===== config.mk =====
export PLATFORM = sky130hd
export DESIGN_NAME = tst_scan
export DESIGN_NICKNAME = d
export VERILOG_FILES = /design/src/hdl/tst_pkg.sv /design/src/hdl/tst_scan.sv
export SDC_FILE = /design/constraint.sdc
export NUM_CORES = 1
export LEC_CHECK = 0
export ABC_AREA = 1
export BUFFER_PORTS_ARGS = -buffer_cell sky130_fd_sc_hd__buf_4
export CORE_ASPECT_RATIO = 0.7
export CORE_MARGIN = 4
export CORE_UTILIZATION = 46
export CTS_CLUSTER_SIZE = 30
export DETAILED_ROUTE_END_ITERATION = 10
export PLACE_DENSITY = 0.8
export RECOVER_POWER = 100
export SYNTH_ARGS = -nofsm -noshare
export SYNTH_HDL_FRONTEND = slang
export SYNTH_SLANG_ARGS = --single-unit
export TNS_END_PERCENT = 10

===== constraint.sdc =====
create_clock -name clk_i -period 3.17 [get_ports clk_i]
set_input_delay 0.634 -clock clk_i [delete_from_list [all_inputs] [get_ports clk_i]]
set_output_delay 0.634 -clock clk_i [all_outputs]
set_load 0.005 [all_outputs]

===== src/hdl/tst_pkg.sv =====
// ----------------------------------------------------------------------------
// Task slot table package
// Shared constants, operation and status codes, and the control and status
// words that pass between the sequencer and the scan unit.
// ----------------------------------------------------------------------------
package tst_pkg;

  localparam int SLOTS_DEF  = 256;
  localparam int OWNERS_DEF = 8;

  localparam int FUNC_W  = 2;
  localparam int OWNER_W = 3;
  localparam int KIND_W  = 8;
  localparam int COORD_W = 18;
  localparam int SLOT_W  = 9;

  // Wide enough for a slot index or a count at the largest table size.
  localparam int IDX_W = 11;

  typedef enum logic [1:0] {
    FUNC_INSERT = 2'd0,
    FUNC_FIND   = 2'd1,
    FUNC_NEXT   = 2'd2,
    FUNC_REMOVE = 2'd3
  } func_e;

  typedef enum logic [1:0] {
    ST_DONE      = 2'd0,
    ST_MISS      = 2'd1,
    ST_BAD_INDEX = 2'd2,
    ST_BAD_OWNER = 2'd3
  } status_e;

  typedef enum logic [1:0] {
    SCAN_FIND = 2'd0,
    SCAN_NEXT = 2'd1,
    SCAN_FREE = 2'd2
  } scan_mode_e;

  typedef struct packed {
    logic              go;
    scan_mode_e        mode;
    logic [IDX_W-1:0]  first;
    logic [IDX_W-1:0]  limit;
  } scan_ctl_t;

  typedef struct packed {
    logic              rd_en;
    logic [IDX_W-1:0]  rd_idx;
    logic              done;
    logic              hit;
    logic [IDX_W-1:0]  found;
  } scan_st_t;

endpackage


===== src/hdl/tst_scan.sv =====
// ----------------------------------------------------------------------------
// Task slot table scan unit
// Walks a range of slots, one read issued per cycle, and compares each
// returned word against the search condition until a hit or the range ends.
// ----------------------------------------------------------------------------
module tst_scan #(
  parameter int SLOTS = tst_pkg::SLOTS_DEF
) (
  input  logic                         clk_i,
  input  logic                         rst_ni,
  input  tst_pkg::scan_ctl_t           ctl_i,
  input  logic [tst_pkg::COORD_W-1:0]  key_i,
  input  logic [tst_pkg::KIND_W-1:0]   kind_i,
  input  logic [tst_pkg::COORD_W-1:0]  coords_i,
  output tst_pkg::scan_st_t            st_o
);

  localparam int CW = $clog2(SLOTS + 1);

  logic                active_q, active_d;
  logic                pend_q, pend_d;
  logic [CW-1:0]       idx_q, idx_d;
  logic [CW-1:0]       pidx_q, pidx_d;
  logic [CW-1:0]       limit_q, limit_d;
  tst_pkg::scan_mode_e mode_q, mode_d;

  logic issue;
  logic hit;
  logic done;

  always_comb begin
    hit = 1'b0;
    unique case (mode_q)
      tst_pkg::SCAN_FIND: hit = (kind_i != '0) && (coords_i == key_i);
      tst_pkg::SCAN_NEXT: hit = (kind_i != '0);
      tst_pkg::SCAN_FREE: hit = (kind_i == '0);
      default:            hit = 1'b0;
    endcase
    hit = hit && pend_q;
  end

  assign issue = active_q && (idx_q < limit_q);
  assign done  = active_q && (hit || (!issue && !pend_q));

  always_comb begin
    active_d = active_q;
    pend_d   = pend_q;
    idx_d    = idx_q;
    pidx_d   = pidx_q;
    limit_d  = limit_q;
    mode_d   = mode_q;
    if (ctl_i.go) begin
      active_d = 1'b1;
      pend_d   = 1'b0;
      idx_d    = CW'(ctl_i.first);
      limit_d  = CW'(ctl_i.limit);
      mode_d   = ctl_i.mode;
    end else if (done) begin
      active_d = 1'b0;
      pend_d   = 1'b0;
    end else if (active_q) begin
      pend_d = issue;
      pidx_d = idx_q;
      if (issue) begin
        idx_d = idx_q + CW'(1);
      end
    end
  end

  always_ff @(posedge clk_i or negedge rst_ni) begin
    if (!rst_ni) begin
      active_q <= 1'b0;
      pend_q   <= 1'b0;
      mode_q   <= tst_pkg::SCAN_FIND;
    end else begin
      active_q <= active_d;
      pend_q   <= pend_d;
      mode_q   <= mode_d;
    end
  end

  always_ff @(posedge clk_i) begin
    idx_q   <= idx_d;
    pidx_q  <= pidx_d;
    limit_q <= limit_d;
  end

  assign st_o.rd_en  = issue;
  assign st_o.rd_idx = tst_pkg::IDX_W'(idx_q);
  assign st_o.done   = done;
  assign st_o.hit    = hit;
  assign st_o.found  = tst_pkg::IDX_W'(pidx_q);

  // A new scan always reads at least one slot, so two completions never abut.
  a_done_single: assert property (@(posedge clk_i) disable iff (!rst_ni)
    done |=> !done)
    else $error("scan completed on two cycles in a row");

endmodule


==> results of run 1 <==
## area by class of cell
| class | instances | area [um^2] | share of cell area (%) |
|---|---|---|---|
| clock inverter | 3 | 38.79 | 1.441 |
| tap | 52 | 65.06 | 2.417 |
| multi-input combinational | 162 | 795.8 | 29.57 |
| timing repair buffer | 88 | 649.4 | 24.13 |
| sequential | 31 | 910.9 | 33.84 |
| inverter | 43 | 162.7 | 6.044 |
| clock buffer | 5 | 68.82 | 2.557 |
## report_power, final
| group | total [W] | switching [W] | internal (W) |
|---|---|---|---|
| Combinational | 0.000379 | 0.000191 | 0.000188 |
| Sequential | 0.000598 | 0.0000633 | 0.000535 |
| Clock | 0.000372 | 0.000142 | 0.000230 |
## cell usage in the layout (no fill, tap or decap), types with 5 or more instances in the layout
| cell | instances |
|---|---|
| sky130_fd_sc_hd__nor2_1 | 38 |
| sky130_fd_sc_hd__a21oi_1 | 7 |
| sky130_fd_sc_hd__nor2_2 | 6 |
| sky130_fd_sc_hd__buf_4 | 56 |
| sky130_fd_sc_hd__clkbuf_4 | 29 |
| sky130_fd_sc_hd__inv_1 | 40 |
| sky130_fd_sc_hd__edfxtp_1 | 27 |
| sky130_fd_sc_hd__o21ai_0 | 8 |
| sky130_fd_sc_hd__xor2_1 | 5 |
| sky130_fd_sc_hd__nand2_1 | 69 |
| sky130_fd_sc_hd__nand3_1 | 5 |
| sky130_fd_sc_hd__clkbuf_8 | 5 |
| sky130_fd_sc_hd__ha_1 | 9 |
## metrics by stage
step | power (W) | cell area, um^2
floorplan | 0.0008054 | 1942
global placement | 0.0009835 | 2603
global route | 0.001439 | 2691
finish | 0.001350 | 2691
CTS | 0.001377 | 2710
detailed placement | 0.001005 | 2603
## how the worst min path moves through the flow
stage	start	endpoint	slack, ns	cells past startpoint
final	rst_ni	mode_q[1]	0.19	1
after global placement	rst_ni	mode_q[1]	0.43	1
after global routing	rst_ni	mode_q[1]	0.19	1
after CTS	rst_ni	mode_q[1]	0.14	1
after detailed placement	rst_ni	mode_q[1]	0.44	1
after floorplan	rst_ni	active_q	0.34	0
## worst max-delay path, cell delays in order, from the launching register on
cell and delay (ns):
sky130_fd_sc_hd__edfxtp_1 0.52, sky130_fd_sc_hd__ha_1 0.36, sky130_fd_sc_hd__a21oi_1 0.14, sky130_fd_sc_hd__o21ai_0 0.10, sky130_fd_sc_hd__a21oi_1 0.14, sky130_fd_sc_hd__nand3_1 0.11, sky130_fd_sc_hd__clkinv_2 0.09, sky130_fd_sc_hd__nand2_1 0.07
sky130_fd_sc_hd__nand3_1 0.14, sky130_fd_sc_hd__inv_1 0.05, sky130_fd_sc_hd__buf_4 0.14
## logic make-up (layout without fill, tap and decap cells)
| kind of cell | Yosys count | after routing | synth area share [%] |
|---|---|---|---|
| AOI/OAI and AO/OA | 21 | 21 | 6.027 |
| and+or+nand+nor | 123 | 123 | 26.70 |
| other | 1 | 4 | 0.1942 |
| buffers and inverters | 53 | 139 | 11.79 |
| DFF | 31 | 31 | 47.18 |
| adders and majority gates | 9 | 9 | 5.833 |
| xor gates and xnor gates | 5 | 5 | 2.268 |
## flip-flops by register name (all words and copies together) (netlist names)
signal / cells
mode_q: 2
active_q: 1
pidx_q: 9
idx_q: 9
limit_q: 9
pend_q: 1
## cells in the mapped netlist (2+ instances only)
library cell | instances | area (um^2)
sky130_fd_sc_hd__o21ai_0 | 7 | 35.03
sky130_fd_sc_hd__edfxtp_1 | 27 | 810.8
sky130_fd_sc_hd__xor2_1 | 5 | 43.79
sky130_fd_sc_hd__nand3_1 | 4 | 20.02
sky130_fd_sc_hd__nand2_1 | 68 | 255.2
sky130_fd_sc_hd__a21oi_1 | 7 | 35.03
sky130_fd_sc_hd__o21ai_2 | 2 | 17.52
sky130_fd_sc_hd__o21ai_1 | 3 | 15.01
sky130_fd_sc_hd__ha_1 | 9 | 112.6
sky130_fd_sc_hd__nand3_2 | 3 | 30.03
sky130_fd_sc_hd__inv_2 | 2 | 7.510
sky130_fd_sc_hd__dfrtp_1 | 4 | 100.1
sky130_fd_sc_hd__buf_4 | 7 | 52.55
sky130_fd_sc_hd__clkbuf_1 | 2 | 7.510
sky130_fd_sc_hd__inv_1 | 40 | 150.1
sky130_fd_sc_hd__nor2_1 | 38 | 142.6
sky130_fd_sc_hd__nor2_2 | 6 | 37.54
sky130_fd_sc_hd__nand4_1 | 2 | 12.51
## routing by layer
layer	up-vias	global-route usage (%)	wire length, um
met1	754	20.40	1862
met4	0	4.150	39
li1	920	-	-
met2	57	28.20	2032
met3	5	5.152	354
met5	-	0	0
==> impl_results.md, run 1 <==
* Setup tns final at 0 ns
* Count of pins on the block boundary at 96
* Residual DRC count at 0
* Reg clk slew, reported paths at 0.07 ns
* Global placement routability congestion at ~0.78
* Depth of the worst register-to-register path at 11
* Setup bufs post-CTS at 0
* Post-placement setup slack at 0.7824 ns
* Clock tree from TritonCTS: built
* Worst slew margin relative to its limit at 24.15%
* Worst-case setup margin in the final layout at just under 0.4 ns
* Top_reg_cell synth: sky130_fd_sc_hd__edfxtp_1
* Total via count after detailed routing at 1,736
* Via-to-Cell Ratio at about 4.5
* Share of flip-flops with an asynchronous set or reset at approximately 13%
* Number of violations of the max-capacitance limit at 0
* #FFs+latches synth at 31
* Unique cell type count in the Yosys netlist at 25
* Endpoint of the worst register-to-register path: pidx_q[0]
* Total count of hold-check failures in the final report at 0
* Critical setup path kind: register to primary output
* First-pass GRT wire length at approximately 7000 um
* Hold_buf cts at 0
* Final Critical Period at 2.776 ns
* Number of antenna violations at the first check in global routing at 0
* Outcome: finished clean
* Post-Place Cells at ~380
* Clk_skew at 0.01203 ns
* Clk_lat worst skew at around 0.28 ns
* Violation count after the first detailed-routing iteration at 97
* Clock Tree Root: sky130_fd_sc_hd__clkbuf_8
* DR pass1 iterations at 4
* Antenna fix cells at 0
* Sum of overflow across all layers after global routing at 0
* Fraction of final layout cells with drive strength greater than 1 at 31.93%
* Required time of the critical path at 2.54 ns
* Arrival time of data at the critical path endpoint at 2.14 ns
* Warning count from the yosys run at 0
* Maximum net fanout on the critical path at 8
* Buffer levels on the longest clock path at 2
* Portion of the post-synthesis area used by sequential elements at 47.18%
* Core Region at between 3000 and 4000 um^2
* Avg WL per Cell at 11.17 um
* Worst flop-to-flop path startpoint: idx_q[4]
* Final core utilization at between 60% and 70%
* Worst-margin pin slew at 1.138 ns
* Cell count after synthesis at 243
* Final setup violation count at 0
* Mean area per synthesized cell at ~7.9 um^2
* Antenna-violating nets left at 0
* X dimension of the die at 85.43 um
* Critical path endpoint: st_o[12]
* Site Rows at 19
* Net count of the finished layout at between 400 and 500
* Number of fill cells in the layout at about 330
* Hold slack final at about 0.19 ns
* Maximum number of pins on one net before global-route repair at 27
* Count of clock tree sinks at 31
* Maximum level of the CTS H-tree at 2
* VDD IR max at about 0.40 mV
* F_max at 0.3603 GHz
* CP startpoint kind: register
* Power Density at between 500 and 600 nW/um^2
* Area enclosed by the die boundary at 5314 um^2
* Number of pins with negative max-slew slack in the final report at 0
* Share of the cycle needed by the critical path after routing at 87.56%
* Via count of the first global-routing pass at 1,655
* Routed wire length at 4288 um
* RSZ-0062 raised after global routing: false
* Post-Synthesis Cell Area at between 1500 and 2000 um^2
* Overall fraction of global-route tracks in use at 16.57%
* Port Buffer Count at 87
* CP Launch Point: idx_q[4]
* Leak Pwr at between 1 and 1.5 nW
* Estimated wirelength of the detail-placed design at 3583 um
* Worst-case register-to-register setup slack at 0.63 ns
* Layout Area Growth over Synthesis at 39.40%
* Height of the die at 62.20 um
* CP endpoint kind: primary output
* Hold/Removal Path Class: input pin to asynchronous set/reset pin
* Cell Count, Final, Fillers Out at 384
* TritonCTS buffer count at 5
* EDFF count, synth at 27
* Gates resized, CTS repair at 0
* Effective utilization at floorplan at 48.34%
No activity file was read; power rests on OpenSTA's default activity.
==> inputs of run 2 (changes only) <==
--- a/config.mk
+++ b/config.mk
@@ -7,7 +7,7 @@
 export LEC_CHECK = 0
 export ABC_AREA = 1
 export BUFFER_PORTS_ARGS = -buffer_cell sky130_fd_sc_hd__buf_4
-export CORE_ASPECT_RATIO = 0.7
+export CORE_ASPECT_RATIO = 0.9
 export CORE_MARGIN = 4
 export CORE_UTILIZATION = 46
 export CTS_CLUSTER_SIZE = 30
==> run 2 against run 1 <==
  * Hold slack lost 0.0073 ns
  * Largest power group unchanged
  * Core utilization shrank 1.8 points
  * Wire length shrank 5.3%
  * Design area shrank 0.65%
  * Critical path type unchanged
  * Largest cell class unchanged
  * Worst setup slack lost 0.012 ns
  * Highest routed layer unchanged
  * Clock skew shrank 0.0047 ns
==> impl_results.md, run 2 (synthesis results as in run 1) <==
* Outcome: finished clean
* List of cells traversed by the critical path: ha_1 -> a21oi_1 -> o21ai_0 -> a21oi_1 -> nand3_1 -> clkinvlp_2 -> nand2_1 -> nand3_1 -> inv_1 -> buf_4
* X dimension of the die at 76.29 um (-11%)
* Leak Pwr at 1.405 nW (-0.90%)
* Worst stage delay on the critical path at 0.52 ns (about the same)
* Worst-case register-to-register setup slack at 0.62 ns (about the same)
* DR pass1 iterations at 5 (+1)
* Overall fraction of global-route tracks in use at 16.07% (-0.50 points)
* Footprint of the multi-input gates at 790.8 um^2 (-0.63%)
* Via-to-Cell Ratio at 4.579 (+1.3%)
* Number of violations of the max-capacitance limit at 0 (unchanged)
* Effective utilization at floorplan at 47.39% (-0.95 points)
* CP startpoint kind: register
* Clock tree from TritonCTS: built
* Total net switching power at 0.0003799 W (-4.2%)
* First-pass GRT wire length at 6927 um (-0.99%)
* Site Rows at 22 (+3)
* Antenna fix cells at 0 (unchanged)
* Via count of the first global-routing pass at 1,680 (+1.5%)
* Layout Area Growth over Synthesis at 38.50%
* VDD IR max at 0.3573 mV (-11%)
* CP endpoint kind: primary output
* Total via count after detailed routing at 1,740 (+0.23%)
* Combinational group share of total power at 27.7% (-0.4 points)
* Number of fill cells in the layout at 349 (+4.8%)
* Number of pins with negative max-slew slack in the final report at 0 (unchanged)
* Port Buffer Count at 87 (unchanged)
* Gates resized, CTS repair at 0 (unchanged)
* Cell internal power dissipation at 0.0009507 W (-0.27%)
* Standard cell area after detailed placement at 2597 um^2 (-0.19%)
* Fraction of final layout cells with drive strength greater than 1 at 31.02% (-0.90 points)
* Height of the die at 69.46 um (+12%)
* F_max at 0.3587 GHz (-0.44%)
* Setup bufs post-CTS at 0 (unchanged)
* Hold_buf cts at 0 (unchanged)
* Reg clk slew, reported paths at 0.07 ns (about the same)
* Net count of the finished layout at 411 (unchanged)
* Maximum net fanout on the critical path at 8 (unchanged)
* Buffer levels on the longest clock path at 2 (unchanged)
* Number of antenna violations at the first check in global routing at 0 (unchanged)
* Avg WL per Cell at 10.68 um (-4.3%)
* Endpoint of the worst register-to-register path: pidx_q[6]
* Final Critical Period at 2.788 ns (+0.01226 ns)
* Clk_lat worst skew at 0.28 ns (about the same)
* Arrival time of data at the critical path endpoint at 2.15 ns (about the same)
* Final setup violation count at 0 (unchanged)
* Global placement routability congestion at 0.7962 (+1.6%)
* Violation count after the first detailed-routing iteration at 77 (-21%)
* Maximum level of the CTS H-tree at 2 (unchanged)
* Worst slew margin relative to its limit at 23.51% (-0.64 points)
* Sum of overflow across all layers after global routing at 0 (unchanged)
* Clock Tree Root: sky130_fd_sc_hd__clkbuf_8
* Clk_skew at 0.007301 ns (-0.004731 ns)
* Hold/Removal Path Class: input pin to asynchronous set/reset pin
* Area enclosed by the die boundary at 5299 um^2 (-0.28%)
* Core Region at 4074 um^2 (+2.0%)
* Maximum number of pins on one net before global-route repair at 27 (unchanged)
* Routed wire length at 4059 um (-5.3%)
* Register cell area after layout at 910.9 um^2 (unchanged)
* TritonCTS buffer count at 5 (unchanged)
* Largest registers: idx_q x9, limit_q x9, pidx_q x9
* Setup tns final at 0 ns (unchanged)
* Highest-count cells in the layout ignoring fill and taps: 69 x sky130_fd_sc_hd__nand2_1, 56 x sky130_fd_sc_hd__buf_4, 40 x sky130_fd_sc_hd__inv_1
* Required time of the critical path at 2.54 ns (about the same)
* Antenna-violating nets left at 0 (unchanged)
* Sw Ratio at 28.55% (-0.82 points)
* Clock Power Share at 27.5% (about the same)
* Count of pins on the block boundary at 96 (unchanged)
* Depth of the worst register-to-register path at 11 (unchanged)
* Count of clock tree sinks at 31 (unchanged)
* Total count of hold-check failures in the final report at 0 (unchanged)
* Seq pwr share at 44.8% (+0.5 points)
* RSZ-0062 raised after global routing: false
* Leading cell type in the layout, fill and taps excluded: sky130_fd_sc_hd__nand2_1
* Cell with the largest stage delay on the worst path: sky130_fd_sc_hd__edfxtp_1
* Power Density at 497.7 nW/um^2 (-0.77%)
* Worst-margin pin slew at 1.147 ns (+0.009540 ns)
* Critical setup path kind: register to primary output
* Worst flop-to-flop path startpoint: idx_q[4]
* Estimated wirelength of the detail-placed design at 3394 um (-5.3%)
* Share of the cycle needed by the critical path after routing at 87.94% (+0.39 points)
* Post-route cell area at 2674 um^2 (-0.65%)
* Residual DRC count at 0 (unchanged)
[run 2: worst max-delay path by stage]
| stage | slack [ns] | endpoint | start |
|---|---|---|---|
| after floorplan | 0.94 | pidx_q[0] | idx_q[4] |
| after global placement | 0.83 | st_o[12] | key_i[3] |
| after detailed placement | 0.82 | st_o[12] | idx_q[4] |
| after CTS | 0.48 | st_o[12] | idx_q[4] |
| after global routing | 0.17 | st_o[12] | idx_q[4] |
| final | 0.38 | st_o[12] | idx_q[4] |
[run 2: worst max-delay path, delay by kind of cell (launching register included)]
| family | cells | cell delay [ns] |
|---|---|---|
| buf+inv | 3 | 0.30 |
| compound gates | 3 | 0.38 |
| flops | 1 | 0.52 |
| simple gates | 3 | 0.29 |
| fa+ha+maj | 1 | 0.37 |
[run 2: through the flow]
stage / util (%) / hold slack, ns / worst slack [ns] / power [W] / std cells
after detailed placement: 63.76 / 0.4334 / 0.8245 / 0.0009964 / 372
after global routing: 65.63 / 0.1877 / 0.1710 / 0.001421 / 380
after CTS: 66.40 / 0.1396 / 0.4818 / 0.001365 / 380
after global placement: 63.76 / 0.4320 / 0.8273 / 0.0009796 / 372
after floorplan: - / 0.3384 / 0.9439 / 0.0008054 / 246
final: 65.63 / 0.1778 / 0.3822 / 0.001331 / 380
[run 2: area by class of cell]
type / count / share of cell area, %
Clock buffer: 5 / 2.574
Inverter: 43 / 6.083
Tap cell: 48 / 2.246
Clock inverter: 3 / 1.451
Multi-Input combinational cell: 162 / 29.57
Timing Repair Buffer: 88 / 24.01
Sequential cell: 31 / 34.07
[run 2: power by group through the flow]
| stage | clock [W] | sequential [W] | combinational [W] |
|---|---|---|---|
| after detailed placement | 0 | 0.000604 | 0.000392 |
| final | 0.000366 | 0.000596 | 0.000369 |
| after CTS | 0.000373 | 0.000596 | 0.000396 |
| after floorplan | 0 | 0.000593 | 0.000212 |
| after global placement | 0 | 0.000601 | 0.000379 |
| after global routing | 0.000388 | 0.000607 | 0.000425 |
[run 2: per-layer routing]
| metal | vias to the layer above | GRT usage (%) | wire length, um |
|---|---|---|---|
| li1 | 920 | - | - |
| met1 | 751 | 18.69 | 1599 |
| met2 | 63 | 28.88 | 2136 |
| met3 | 6 | 4.286 | 272 |
| met4 | 0 | 4.829 | 50 |
| met5 | - | 0 | 0 |
